$ cat src/hw/rtl/bpe_pkg.sv
// shared types, constants and fixed-point helpers of the bezier point evaluator
package bpe_pkg;

    localparam int COORD_BITS      = 20;
    localparam int PARAM_FRAC_BITS = 16;
    localparam int MAX_POINTS      = 4;

    localparam int PARAM_BITS  = PARAM_FRAC_BITS + 1;
    localparam int WEIGHT_BITS = PARAM_BITS + 2;
    localparam int PACK_BITS   = 3 * COORD_BITS;
    localparam int PROD_BITS   = COORD_BITS + WEIGHT_BITS + 1;
    localparam int SUM_BITS    = PROD_BITS + 2;
    localparam int CNT_BITS    = 3;

    localparam logic [PARAM_BITS-1:0] ONE_T  = PARAM_BITS'(1) << PARAM_FRAC_BITS;
    localparam logic [PARAM_BITS-1:0] HALF_T = PARAM_BITS'(1) << (PARAM_FRAC_BITS - 1);

    // register indexes
    localparam logic [2:0] REG_POINT_COUNT = 3'd0;
    localparam logic [2:0] REG_POINT_ZERO  = 3'd1;
    localparam logic [2:0] REG_POINT_ONE   = 3'd2;
    localparam logic [2:0] REG_POINT_TWO   = 3'd3;
    localparam logic [2:0] REG_POINT_THREE = 3'd4;

    localparam logic [CNT_BITS-1:0]  RESET_COUNT = 3'd3;
    localparam logic [PACK_BITS-1:0] RESET_P0    = 60'd562949953421568;
    localparam logic [PACK_BITS-1:0] RESET_P1    = 60'd562953711520256;
    localparam logic [PACK_BITS-1:0] RESET_P2    = 60'd3659174697243392;
    localparam logic [PACK_BITS-1:0] RESET_P3    = 60'd0;

    localparam logic [CNT_BITS-1:0] CUBIC_COUNT = CNT_BITS'(4);
    localparam bit CUBIC_ALLOWED = (MAX_POINTS >= 4);

    typedef logic [PARAM_BITS-1:0]         t_param;
    typedef logic [WEIGHT_BITS-1:0]        t_weight;
    typedef logic signed [COORD_BITS-1:0]  t_coord;
    typedef logic [PACK_BITS-1:0]          t_pack;
    typedef logic [3:0][PACK_BITS-1:0]     t_points;
    typedef logic [3:0][WEIGHT_BITS-1:0]   t_weights;

    // round-half-up fixed-point product, result stays at most ONE_T for inputs at most ONE_T
    function automatic t_param fmul(input t_param a, input t_param b);
        logic [2*PARAM_BITS-1:0] prod;
        prod = a * b + {{PARAM_BITS{1'b0}}, HALF_T};
        return prod[PARAM_FRAC_BITS +: PARAM_BITS];
    endfunction

endpackage

$ cat src/hw/rtl/bpe_weight_pipe.sv
// three-stage bernstein weight pipeline: clamp, first products, weights
module bpe_weight_pipe (
    input  logic                 i_clk,
    input  logic                 i_rst_n,
    input  logic                 i_cubic,
    input  logic                 i_valid,
    input  bpe_pkg::t_param      i_param,
    output logic                 o_stall,
    output logic                 o_valid,
    output bpe_pkg::t_weights    o_weights,
    input  logic                 i_stall
);
    import bpe_pkg::*;

    logic     r_v1, r_v2, r_v3;
    logic     rdy1, rdy2, rdy3;
    t_param   r_t1, r_u1, r_t2, r_u2;
    t_param   r_tt2, r_uu2, r_tu2;
    t_weights r_w3;
    t_param   n_t1;
    t_weights n_w3;

    assign rdy3    = !r_v3 || !i_stall;
    assign rdy2    = !r_v2 || rdy3;
    assign rdy1    = !r_v1 || rdy2;
    assign o_stall = !rdy1;

    assign n_t1 = (i_param > ONE_T) ? ONE_T : i_param;

    always_comb begin
        if (i_cubic) begin
            n_w3[0] = WEIGHT_BITS'(fmul(r_uu2, r_u2));
            n_w3[1] = WEIGHT_BITS'(fmul(r_t2, r_uu2)) * WEIGHT_BITS'(3);
            n_w3[2] = WEIGHT_BITS'(fmul(r_tt2, r_u2)) * WEIGHT_BITS'(3);
            n_w3[3] = WEIGHT_BITS'(fmul(r_tt2, r_t2));
        end else begin
            n_w3[0] = WEIGHT_BITS'(r_uu2);
            n_w3[1] = WEIGHT_BITS'(r_tu2) << 1;
            n_w3[2] = WEIGHT_BITS'(r_tt2);
            n_w3[3] = '0;
        end
    end

    always_ff @(posedge i_clk) begin
        if (!i_rst_n) begin
            r_v1 <= 1'b0;
            r_v2 <= 1'b0;
            r_v3 <= 1'b0;
        end else begin
            if (rdy1) r_v1 <= i_valid;
            if (rdy2) r_v2 <= r_v1;
            if (rdy3) r_v3 <= r_v2;
        end
    end

    always_ff @(posedge i_clk) begin
        if (rdy1) begin
            r_t1 <= n_t1;
            r_u1 <= ONE_T - n_t1;
        end
        if (rdy2) begin
            r_t2  <= r_t1;
            r_u2  <= r_u1;
            r_tt2 <= fmul(r_t1, r_t1);
            r_uu2 <= fmul(r_u1, r_u1);
            r_tu2 <= fmul(r_t1, r_u1);
        end
        if (rdy3) r_w3 <= n_w3;
    end

    assign o_valid   = r_v3;
    assign o_weights = r_w3;

    // weights form a partition of one up to rounding
    logic [WEIGHT_BITS+1:0] w_sum;
    assign w_sum = (WEIGHT_BITS+2)'(r_w3[0]) + (WEIGHT_BITS+2)'(r_w3[1])
                 + (WEIGHT_BITS+2)'(r_w3[2]) + (WEIGHT_BITS+2)'(r_w3[3]);

    a_weight_sum: assert property (@(posedge i_clk) disable iff (!i_rst_n)
        r_v3 |-> (w_sum <= (WEIGHT_BITS+2)'(ONE_T) + (WEIGHT_BITS+2)'(16))
              && (w_sum + (WEIGHT_BITS+2)'(16) >= (WEIGHT_BITS+2)'(ONE_T)))
        else $error("bernstein weights do not sum to one");

    a_clamp: assert property (@(posedge i_clk) disable iff (!i_rst_n)
        r_v1 |-> (r_t1 <= ONE_T) && (r_t1 + r_u1 == ONE_T))
        else $error("clamped parameter out of range");

endmodule

$ cat config.mk
export PLATFORM = sky130hd
export DESIGN_NAME = bpe_weight_pipe
export DESIGN_NICKNAME = d
export VERILOG_FILES = /design/src/hw/rtl/bpe_pkg.sv /design/src/hw/rtl/bpe_weight_pipe.sv
export SDC_FILE = /design/constraint.sdc
export NUM_CORES = 2
export LEC_CHECK = 0
export BUFFER_PORTS_ARGS = -buffer_cell sky130_fd_sc_hd__buf_2
export CORE_ASPECT_RATIO = 0.75
export CORE_MARGIN = 2
export CORE_UTILIZATION = 53
export CTS_BUF_LIST = sky130_fd_sc_hd__clkbuf_16
export DETAILED_ROUTE_END_ITERATION = 10
export PLACE_DENSITY = 0.82
export SETUP_SLACK_MARGIN = 0.02
export SYNTH_ARGS = -nofsm -noshare
export SYNTH_HDL_FRONTEND = slang
export SYNTH_SLANG_ARGS = --single-unit
$ cat constraint.sdc
create_clock -name i_clk -period 8.5 [get_ports i_clk]
set_clock_uncertainty 0.2 [all_clocks]
set_input_delay 0.85 -clock i_clk [delete_from_list [all_inputs] [get_ports i_clk]]
set_output_delay 0.85 -clock i_clk [all_outputs]
set_load 0.03 [all_outputs]
==> results.md <==
- Mean Syn Cell Area: 9.35 sq um
- Die Y: 316 microns
- Worst-path maximum fanout: 4
- Cell Area, Synth: 69000 sq um
- FFs w/ async S/R, synth: 0%
- Slew Limit Fails: 0
- Clk slew on worst S/H paths: around 0.09 ns
- CP arrival: just under 9 ns
- Run status: finished with violations
- Post-route ant nets: 0
- Top post-synthesis cells by area: fa_1 (44%), ha_1 (15%), inv_1 (10%)
- Clk sinks: 192
- Commonest cells post-synth: inv_1 (1876), fa_1 (1504), nand2_1 (962)
- Layout cell share with drive strength beyond 1: 8.35%
- Clock Latency Late Sink: 0.57 ns
- RePlAce Congestion: 0.947
- Post-route insts no fill: 9246
- Post-synth top area share: 43.6%
- Violated checks: setup timing
- Worst path required time: 8.62 ns
- FP Rows: 114
- Core area: between 100000 and 150000 sq um
- Drt pass-1 iters: 7
- Crit Path Class: reg2reg
- Synth cell types: 82
- Longest Clk Path Bufs: 2
- Mapped Cells: ~7400
- Hold Path Class: reg2reg
- Worst Hold Endpoint: r_v2
- Endpoints failing hold: 0
- Final Cycle Share: 102%
- RSZ-0062 raised after global routing: true
- Crit. End Element: register
- Ports: 100
- Final min period: between 8 and 9 ns
- P&R area growth vs syn: 7.60%
- Cell accounting for the most synthesized area: fa_1
- Number of buffers created by CTS: 17
- GR Overflow Total: 0
- Flops & latches, synth: roughly 190
- Slowest stage delay, CP: 0.53 ns
- Die Width: 421 microns
- N_diodes: 0
- RR Startpoint: r_t2[6]
- Port buffer count: 95
- Vias/cell: 5.44
- Initial core utilization: a little over half
- Worst path slowest cell: fa_1
- Yosys synthesis warning count: 0
- Die area: 133000 sq um
- Htree depth: 4
- CTS tree: done
- Vias in the first global route: 55400
- WL final: 179000 microns
- Crit path top cell by count: fa_1
- Placed Cells: a little over 9000
- Detail Placement HPWL: 146000 microns
- Global-route wire length before repair: 294000 microns
- Vias: 50300
- Top_reg_cell synth: edfxtp_1
- Largest net degree at the start of global routing: 45
- Seq/Total Area, Yosys: around 8.3%
- Most common cell in the synthesized netlist: inv_1
- CTS root buf: clkbuf_16
- Hold Path Origin: r_v1
- Type of origin of the critical path: register
- Worst slew margin: 16.4%
- Cell count of the worst reg-to-reg path: 30
- Number of synthesized flops with an enable pin: 189
- Endpoints failing setup: 4
- # DRC: 0
- FF-to-FF End: o_weights[34]
- Slack of the critical path: -0.128 ns
- WHS Path Cells: 1
- Initial DRC Count: 3926
- Slack of the worst reg-to-reg path: -0.13 ns
- Drt wl/cell: 19.3 microns
- Initial antenna violation count: 4
- Final nets: 9834
- Fmax: 116 MHz
- GRT Util Overall: between 20% and 30%
- Worst slew pin tran: between 1 and 1.5 ns
- Fill count: approximately 11000
- Maximum Capacitance Violations: 0
[per-stage QoR]
step	setup TNS, ns	setup WS, ns	utilization [%]	cell area [sq um]	hold slack [ns]
floorplan	0	0.0420	-	69000	0.224
global placement	-0.844	-0.282	56.4	72700	0.246
detailed placement	-1.53	-0.389	56.4	72700	0.256
CTS	-0.0574	-0.0574	57.1	73700	0.277
global route	-1.72	-0.350	57.6	74200	0.311
finish	-0.230	-0.128	57.6	74200	0.278
[worst max path at each step]
stage               startpoint            end  slack (ns)  cells after the start
floorplan             r_uu2[5]  o_weights[34]        0.04                     30
global placement      r_uu2[5]  o_weights[34]       -0.28                     30
detailed placement    r_uu2[6]  o_weights[34]       -0.39                     29
CTS                    r_t2[7]  o_weights[34]       -0.06                     30
global route           r_t2[6]  o_weights[34]       -0.35                     31
finish                 r_t2[6]  o_weights[34]       -0.13                     30
[final cells by class]
type                       instances  area [sq um]  share of cell area (%)
sequential                       192          5740                    7.73
multi-input combinational       4971         55500                    74.8
clock inverter                    15           145                   0.196
tap                             1740          2180                    2.93
timing repair buffer             427          3160                    4.26
clock buffer                      17           425                   0.573
inverter                        1884          7070                    9.53
[cell usage in the layout (no fill, tap or decap), types with 19 or more instances in the layout]
cell,count
inv_1,1869
fa_1,1497
nand2_1,958
ha_1,798
and2_1,701
buf_4,304
edfxtp_1,189
nor2_1,169
xnor2_1,125
buf_2,94
a21oi_1,89
xor2_1,57
a21o_1,45
o21ai_0,43
nor3_1,32
nor2b_1,31
mux2_2,31
nand3_1,27
and3_1,23
o21a_1,20
buf_6,20
nand2b_1,19
[sequential cells by signal, summed over array words and instances, names as in the netlist]
name,flops
o_valid,1
o_weights,72
r_t1,17
r_t2,17
r_tt2,17
r_tu2,17
r_u1,16
r_u2,16
r_uu2,17
r_v1,1
r_v2,1
[cell families after synthesis]
logic type,count (synthesis),share of synthesized area [%]
mux,40,0.646
simple gates,2038,14.3
xor+xnor,194,2.46
other cells,1,0.00544
buf+inv,2217,12.1
compound gates,376,3.71
flops,192,8.31
fa+ha+maj,2319,58.4
[what timing repair did]
| action | CTS | global route |
|---|---|---|
| endpoints found under the setup margin | 10 | 24 |
| buffers inserted | 17 | 21 |
| gates resized for setup | 56 | 89 |
| hold buffers | 0 | 0 |
| pin swaps | 38 | 50 |
[critical path, delay by kind of cell (launching register included)]
| kind | cells | cell delay, ns |
|---|---|---|
| flops | 1 | 0.47 |
| mux | 1 | 0.26 |
| buf+inv | 7 | 0.66 |
| compound gates | 9 | 2.28 |
| xor+xnor | 2 | 0.29 |
| fa+ha+maj | 9 | 3.93 |
| simple gates | 2 | 0.28 |
[per-layer routing]
layer / GRT usage [%] / wire length (microns) / vias up / share of wire, %
met5: 0 / 38 / - / 0.021
met4: 10.4 / 6990 / 6 / 3.9
met3: 7.78 / 20000 / 452 / 11
met2: 43.8 / 80100 / 2429 / 45
met1: 38.3 / 71500 / 25400 / 40
li1: - / - / 22000 / -
Power is not shown: default switching activity piles up to over one toggle a cycle in this logic, so the estimate is an artifact.
