**config.mk**
```make
export PLATFORM = sky130hd
export DESIGN_NAME = bpe_cfg_regs
export DESIGN_NICKNAME = d
export VERILOG_FILES = /design/src/hw/rtl/bpe_pkg.sv /design/src/hw/rtl/bpe_cfg_regs.sv
export SDC_FILE = /design/constraint.sdc
export NUM_CORES = 1
export LEC_CHECK = 0
export ABC_CLOCK_PERIOD_IN_PS = 1610
export BUFFER_PORTS_ARGS = -buffer_cell sky130_fd_sc_hd__buf_4
export CAP_MARGIN = 20
export CORE_UTILIZATION = 40
export DETAILED_ROUTE_END_ITERATION = 16
export GPL_TIMING_DRIVEN = 0
export PLACE_DENSITY = 0.69
export SLEW_MARGIN = 25
export SYNTH_ARGS = -nofsm -noshare
export SYNTH_HDL_FRONTEND = slang
export SYNTH_SLANG_ARGS = --single-unit
```
**constraint.sdc**
```tcl
create_clock -name i_clk -period 1.61 [get_ports i_clk]
set_clock_uncertainty 0.15 [all_clocks]
set_input_delay 0.2415 -clock i_clk [delete_from_list [all_inputs] [get_ports i_clk]]
set_output_delay 0.2415 -clock i_clk [all_outputs]
set_load 0.02 [all_outputs]
```
**src/hw/rtl/bpe_pkg.sv**
```systemverilog
// shared types, constants and fixed-point helpers of the bezier point evaluator
package bpe_pkg;

    localparam int COORD_BITS      = 20;
    localparam int PARAM_FRAC_BITS = 16;
    localparam int MAX_POINTS      = 4;

    localparam int PARAM_BITS  = PARAM_FRAC_BITS + 1;
    localparam int WEIGHT_BITS = PARAM_BITS + 2;
    localparam int PACK_BITS   = 3 * COORD_BITS;
    localparam int PROD_BITS   = COORD_BITS + WEIGHT_BITS + 1;
    localparam int SUM_BITS    = PROD_BITS + 2;
    localparam int CNT_BITS    = 3;

    localparam logic [PARAM_BITS-1:0] ONE_T  = PARAM_BITS'(1) << PARAM_FRAC_BITS;
    localparam logic [PARAM_BITS-1:0] HALF_T = PARAM_BITS'(1) << (PARAM_FRAC_BITS - 1);

    // register indexes
    localparam logic [2:0] REG_POINT_COUNT = 3'd0;
    localparam logic [2:0] REG_POINT_ZERO  = 3'd1;
    localparam logic [2:0] REG_POINT_ONE   = 3'd2;
    localparam logic [2:0] REG_POINT_TWO   = 3'd3;
    localparam logic [2:0] REG_POINT_THREE = 3'd4;

    localparam logic [CNT_BITS-1:0]  RESET_COUNT = 3'd3;
    localparam logic [PACK_BITS-1:0] RESET_P0    = 60'd562949953421568;
    localparam logic [PACK_BITS-1:0] RESET_P1    = 60'd562953711520256;
    localparam logic [PACK_BITS-1:0] RESET_P2    = 60'd3659174697243392;
    localparam logic [PACK_BITS-1:0] RESET_P3    = 60'd0;

    localparam logic [CNT_BITS-1:0] CUBIC_COUNT = CNT_BITS'(4);
    localparam bit CUBIC_ALLOWED = (MAX_POINTS >= 4);

    typedef logic [PARAM_BITS-1:0]         t_param;
    typedef logic [WEIGHT_BITS-1:0]        t_weight;
    typedef logic signed [COORD_BITS-1:0]  t_coord;
    typedef logic [PACK_BITS-1:0]          t_pack;
    typedef logic [3:0][PACK_BITS-1:0]     t_points;
    typedef logic [3:0][WEIGHT_BITS-1:0]   t_weights;

    // round-half-up fixed-point product, result stays at most ONE_T for inputs at most ONE_T
    function automatic t_param fmul(input t_param a, input t_param b);
        logic [2*PARAM_BITS-1:0] prod;
        prod = a * b + {{PARAM_BITS{1'b0}}, HALF_T};
        return prod[PARAM_FRAC_BITS +: PARAM_BITS];
    endfunction

endpackage

```
**src/hw/rtl/bpe_cfg_regs.sv**
```systemverilog
// apb register file: point count and the four packed control points
module bpe_cfg_regs (
    input  logic                          i_clk,
    input  logic                          i_rst_n,
    input  logic                          psel,
    input  logic                          penable,
    input  logic                          pwrite,
    input  logic [5:0]                    paddr,
    input  logic [63:0]                   pwdata,
    output logic [63:0]                   prdata,
    output logic                          pready,
    output logic                          o_cubic,
    output bpe_pkg::t_points              o_points
);
    import bpe_pkg::*;

    logic [CNT_BITS-1:0] r_point_count;
    t_points             r_points;
    logic                wr_en;
    logic [2:0]          reg_idx;

    assign pready  = 1'b1;
    assign wr_en   = psel & penable & pwrite;
    assign reg_idx = paddr[5:3];

    always_ff @(posedge i_clk) begin
        if (!i_rst_n) begin
            r_point_count <= RESET_COUNT;
            r_points[0]   <= RESET_P0;
            r_points[1]   <= RESET_P1;
            r_points[2]   <= RESET_P2;
            r_points[3]   <= RESET_P3;
        end else if (wr_en) begin
            unique case (reg_idx)
                REG_POINT_COUNT: r_point_count <= pwdata[CNT_BITS-1:0];
                REG_POINT_ZERO:  r_points[0]   <= pwdata[PACK_BITS-1:0];
                REG_POINT_ONE:   r_points[1]   <= pwdata[PACK_BITS-1:0];
                REG_POINT_TWO:   r_points[2]   <= pwdata[PACK_BITS-1:0];
                REG_POINT_THREE: r_points[3]   <= pwdata[PACK_BITS-1:0];
                default: ;
            endcase
        end
    end

    always_comb begin
        unique case (reg_idx)
            REG_POINT_COUNT: prdata = {{(64-CNT_BITS){1'b0}}, r_point_count};
            REG_POINT_ZERO:  prdata = {{(64-PACK_BITS){1'b0}}, r_points[0]};
            REG_POINT_ONE:   prdata = {{(64-PACK_BITS){1'b0}}, r_points[1]};
            REG_POINT_TWO:   prdata = {{(64-PACK_BITS){1'b0}}, r_points[2]};
            REG_POINT_THREE: prdata = {{(64-PACK_BITS){1'b0}}, r_points[3]};
            default:         prdata = 64'd0;
        endcase
    end

    assign o_cubic  = CUBIC_ALLOWED && (r_point_count >= CUBIC_COUNT);
    assign o_points = r_points;

endmodule

```
==> results.tsv <==
stage	metric	value	unit
synth	count leader, synth	nand2_1	
final_layout	P&R area growth vs syn	58.1	%
synth	main area contributors after synthesis	dfxtp_1 45%, mux2i_1 22%, nand2_1 12%, mux2_2 5.9%, a22oi_1 3.9%	
pwr	power density over cell area	837	nW/um^2
placement	placed cell areas	14300	sq um
timing	Final Hold Viols	0	
job	Max-Cap Viols	0	
synth	largest area contributor in the netlist	dfxtp_1	
setup_path	startpoint types	flop	
placement	Port Buffers	366	
global_routing	vias in the first global route	10900	
die	CORE AREA	26800	sq um
final_layout	# fillers	2211	
timing	crit share post-route	121	%
route	DR iter-0 viols	745	
synth	Cells after Synth	1162	
global_routing	largest net degree at the start of global routing	15	
synth	Post-Synth XOR/XNOR Area	0	%
outcome	outcome	finished, violations left	
synth	Post-Synth Simple-Gate Area	13.5	%
final_layout	Finished Cell Area	17200	sq um
synth	Synth cell types	33	
route	drt total wl	45100	microns
clock_network	CTS tree	yes	
synth	#FFs+latches synth	243	
synth	Synth Flop Type	dfxtp_1	
clock_network	Max clock buf depth	3	
setup_path	Buf/Inv on CP	1	
route	Detail Route Antenna Nets	0	
die	die area	27900	sq um
final_layout	register area	5020	sq um
clock_network	clock-pin slew on the worst setup and hold paths	0.07	ns
synth	syn_area_per_cell	9.37	sq um
setup_path	Critical Path Max Stage Delay	0.33	ns
synth	Async S/R FF share, synth	0	%
placement	pre-CTS setup slack	-0.875	ns
synth	Synth Area in Compound Gates	8.41	%
timing	highest clock rate	513	MHz
final_layout	layout cell share with drive strength beyond 1	48.6	%
clock_network	CTS buffer count	27	
synth	synth cell count leaders	344 x nand2_1, 243 x dfxtp_1, 237 x mux2i_1	
clock_network	clk sinks	243	
setup_path	Crit-path slowest cell	dfxtp_2	
synth	post-synth top area share	44.7	%
timing	Pins Over Slew Limit	0	
die	starting density of the core	40.6	%
placement	Final GP Congestion	0.864	
timing	Setup Viol. Count Final	60	
setup_path	Critical Path AT	1.56	ns
route	via count	11000	
pwr	Pleak	0.00766	uW
setup_path	kind of critical path	flop to primary output	
outcome	failing checks	setup timing	
global_routing	total track usage	31.2	%
final_layout	area occupied by multi-input gates	6020	sq um
setup_path	Worst Path Required	1.22	ns
global_routing	first-pass GRT wire length	66900	microns
synth	synth warn	0	
route	via-per-instance ratio	5.42	
timing	post-layout minimum cycle time	1.95	ns
timing	Max-Slew Margin vs Limit	33.1	%
global_routing	remaining global-route overflow	0	
setup_path	crit path cell chain	mux2_4 -> a22oi_2 -> o21ai_2 -> buf_6	
clock_network	CTS root buffer	clkbuf_16	
final_layout	Antenna diodes	0	
timing	Least-Margin Pin Slew	1.00	ns
synth	register area share after synthesis	44.7	%
die	DIE WIDTH	167	microns
clock_network	Clock Latency Late Sink	0.52	ns
timing	unrepaired setup endpoints after global routing	true	
pwr	peak supply drop	696	uV
hold_path	HP Class	input port to flop	
die	floorplan row count	60	
die	die height	167	microns
synth	largest family of logic cells by synthesized area	multiplexers	
synth	Netlist Area Pre-Place	10900	sq um
synth	mux share of post-synthesis cell area	27.7	%
route	routed length per placed instance	22.1	microns
timing	setup ws final	-0.340	ns
synth	Post-synth EDFFs	0	
timing	TNS Setup	-16.99	ns
setup_path	CP max FO	3	
placement	dpl hpwl	30900	microns
global_routing	initial antenna violation count	0	
route	router iterations before antenna repair	5	
clock_network	CTS H-tree depth	1	
setup_path	Crit path max-delay family	flip-flops	
die	I/O pin total	381	
final_layout	nets@finish	1749	
synth	Post-Synth Adder-Cell Area	0	%
route	DRC viols	0	
setup_path	CP endpoint kind	primary output	
==> state kept, by name, indices dropped and copies added (netlist names) <==
signal / cells
o_points: 240
r_point_count: 3
==> layout by cell type (no fill, tap or decap), types with 5 or more instances in the layout <==
master | netlist | routed
dfxtp_2 | 0 | 116
o21ai_2 | 0 | 51
buf_2 | 17 | 11
clkbuf_8 | 0 | 6
a22oi_2 | 0 | 57
dlygate4sd3_1 | 0 | 60
bufinv_16 | 0 | 6
clkinv_2 | 0 | 5
o311ai_0 | 5 | 5
o21ai_1 | 1 | 10
buf_4 | 16 | 375
nor2b_1 | 7 | 7
dfxtp_1 | 243 | 125
nand2_1 | 344 | 344
conb_1 | 2 | 5
clkbuf_1 | 51 | 36
clkbuf_4 | 0 | 5
inv_1 | 10 | 10
o211ai_1 | 7 | 7
mux2i_1 | 237 | 237
o21ai_0 | 71 | 11
mux2_2 | 57 | 26
mux2_4 | 0 | 31
clkbuf_16 | 0 | 28
clkbuf_2 | 0 | 11
buf_6 | 15 | 82
==> layout make-up <==
| cell class | instances | area share (%) |
|---|---|---|
| clock inverters | 14 | 1.34 |
| flip-flops and latches | 243 | 29.2 |
| repair buffers | 481 | 23.3 |
| well taps | 341 | 2.48 |
| plain buffers | 101 | 4.09 |
| inverters | 10 | 0.218 |
| multi-input cells | 810 | 35.0 |
| clock buffers | 36 | 4.47 |
==> worst reg2reg max path, delay by kind of cell (launching register included) <==
| family | cells | cell delay (ns) |
|---|---|---|
| compound gates | 2 | 0.19 |
| buf+inv | 1 | 0.15 |
| flops | 1 | 0.33 |
==> worst paths after layout <==
| path | start | to | slack [ns] | cells after the start |
|---|---|---|---|---|
| max | o_points[9] | prdata[9] | -0.34 | 4 |
| min reg2reg | o_points[20] | o_points[20] | 0.32 | 2 |
| max reg2reg | o_points[132] | o_points[132] | 0.67 | 3 |
| min | paddr[3] | o_points[8] | 0.07 | 4 |
==> layer usage <==
| metal | global-route usage [%] | vias up | part of all wire [%] |
|---|---|---|---|
| met5 | 0 | - | 0 |
| li1 | - | 5011 | - |
| met4 | 12.4 | 0 | 3.7 |
| met2 | 53.2 | 470 | 48 |
| met3 | 6.25 | 104 | 6.8 |
| met1 | 38.5 | 5459 | 41 |
==> metrics by stage <==
step	utilization (%)	hold WS, ns	instances	power (uW)
after floorplan	-	0.253	1165	6840
after global placement	53.5	0.306	1872	7380
after detailed placement	53.5	0.317	1872	7390
after CTS	63.2	0.0469	2021	14400
after global routing	64.2	0.0993	2036	14800
final	64.2	0.0714	2036	14400
==> logic make-up (layout without fill, tap and decap cells) <==
family	Yosys count	after routing
multiplexers	294	294
AND/OR/NAND/NOR	366	366
buffers and inverters	112	642
AO/OA/AOI/OAI	145	145
flip-flops	243	243
other	2	5
==> timing repair <==
item / CTS / global route
hold buffers: 60 / 0
setup endpoints to repair: 94 / 97
setup buffers: 39 / 16
gates resized for setup: 255 / 61
endpoints found under the hold margin: 243 / 0
pin swaps: 22 / 25
cloned: 0 / 0
==> where the power goes <==
| part | total (uW) | switching [uW] | internal (uW) |
|---|---|---|---|
| Combinational | 1410 | 850 | 560 |
| Sequential | 6100 | 44.5 | 6060 |
| Clock | 6880 | 2560 | 4320 |
| Total | 14400 | 3460 | 10900 |
(Power assumes the default switching activity.)
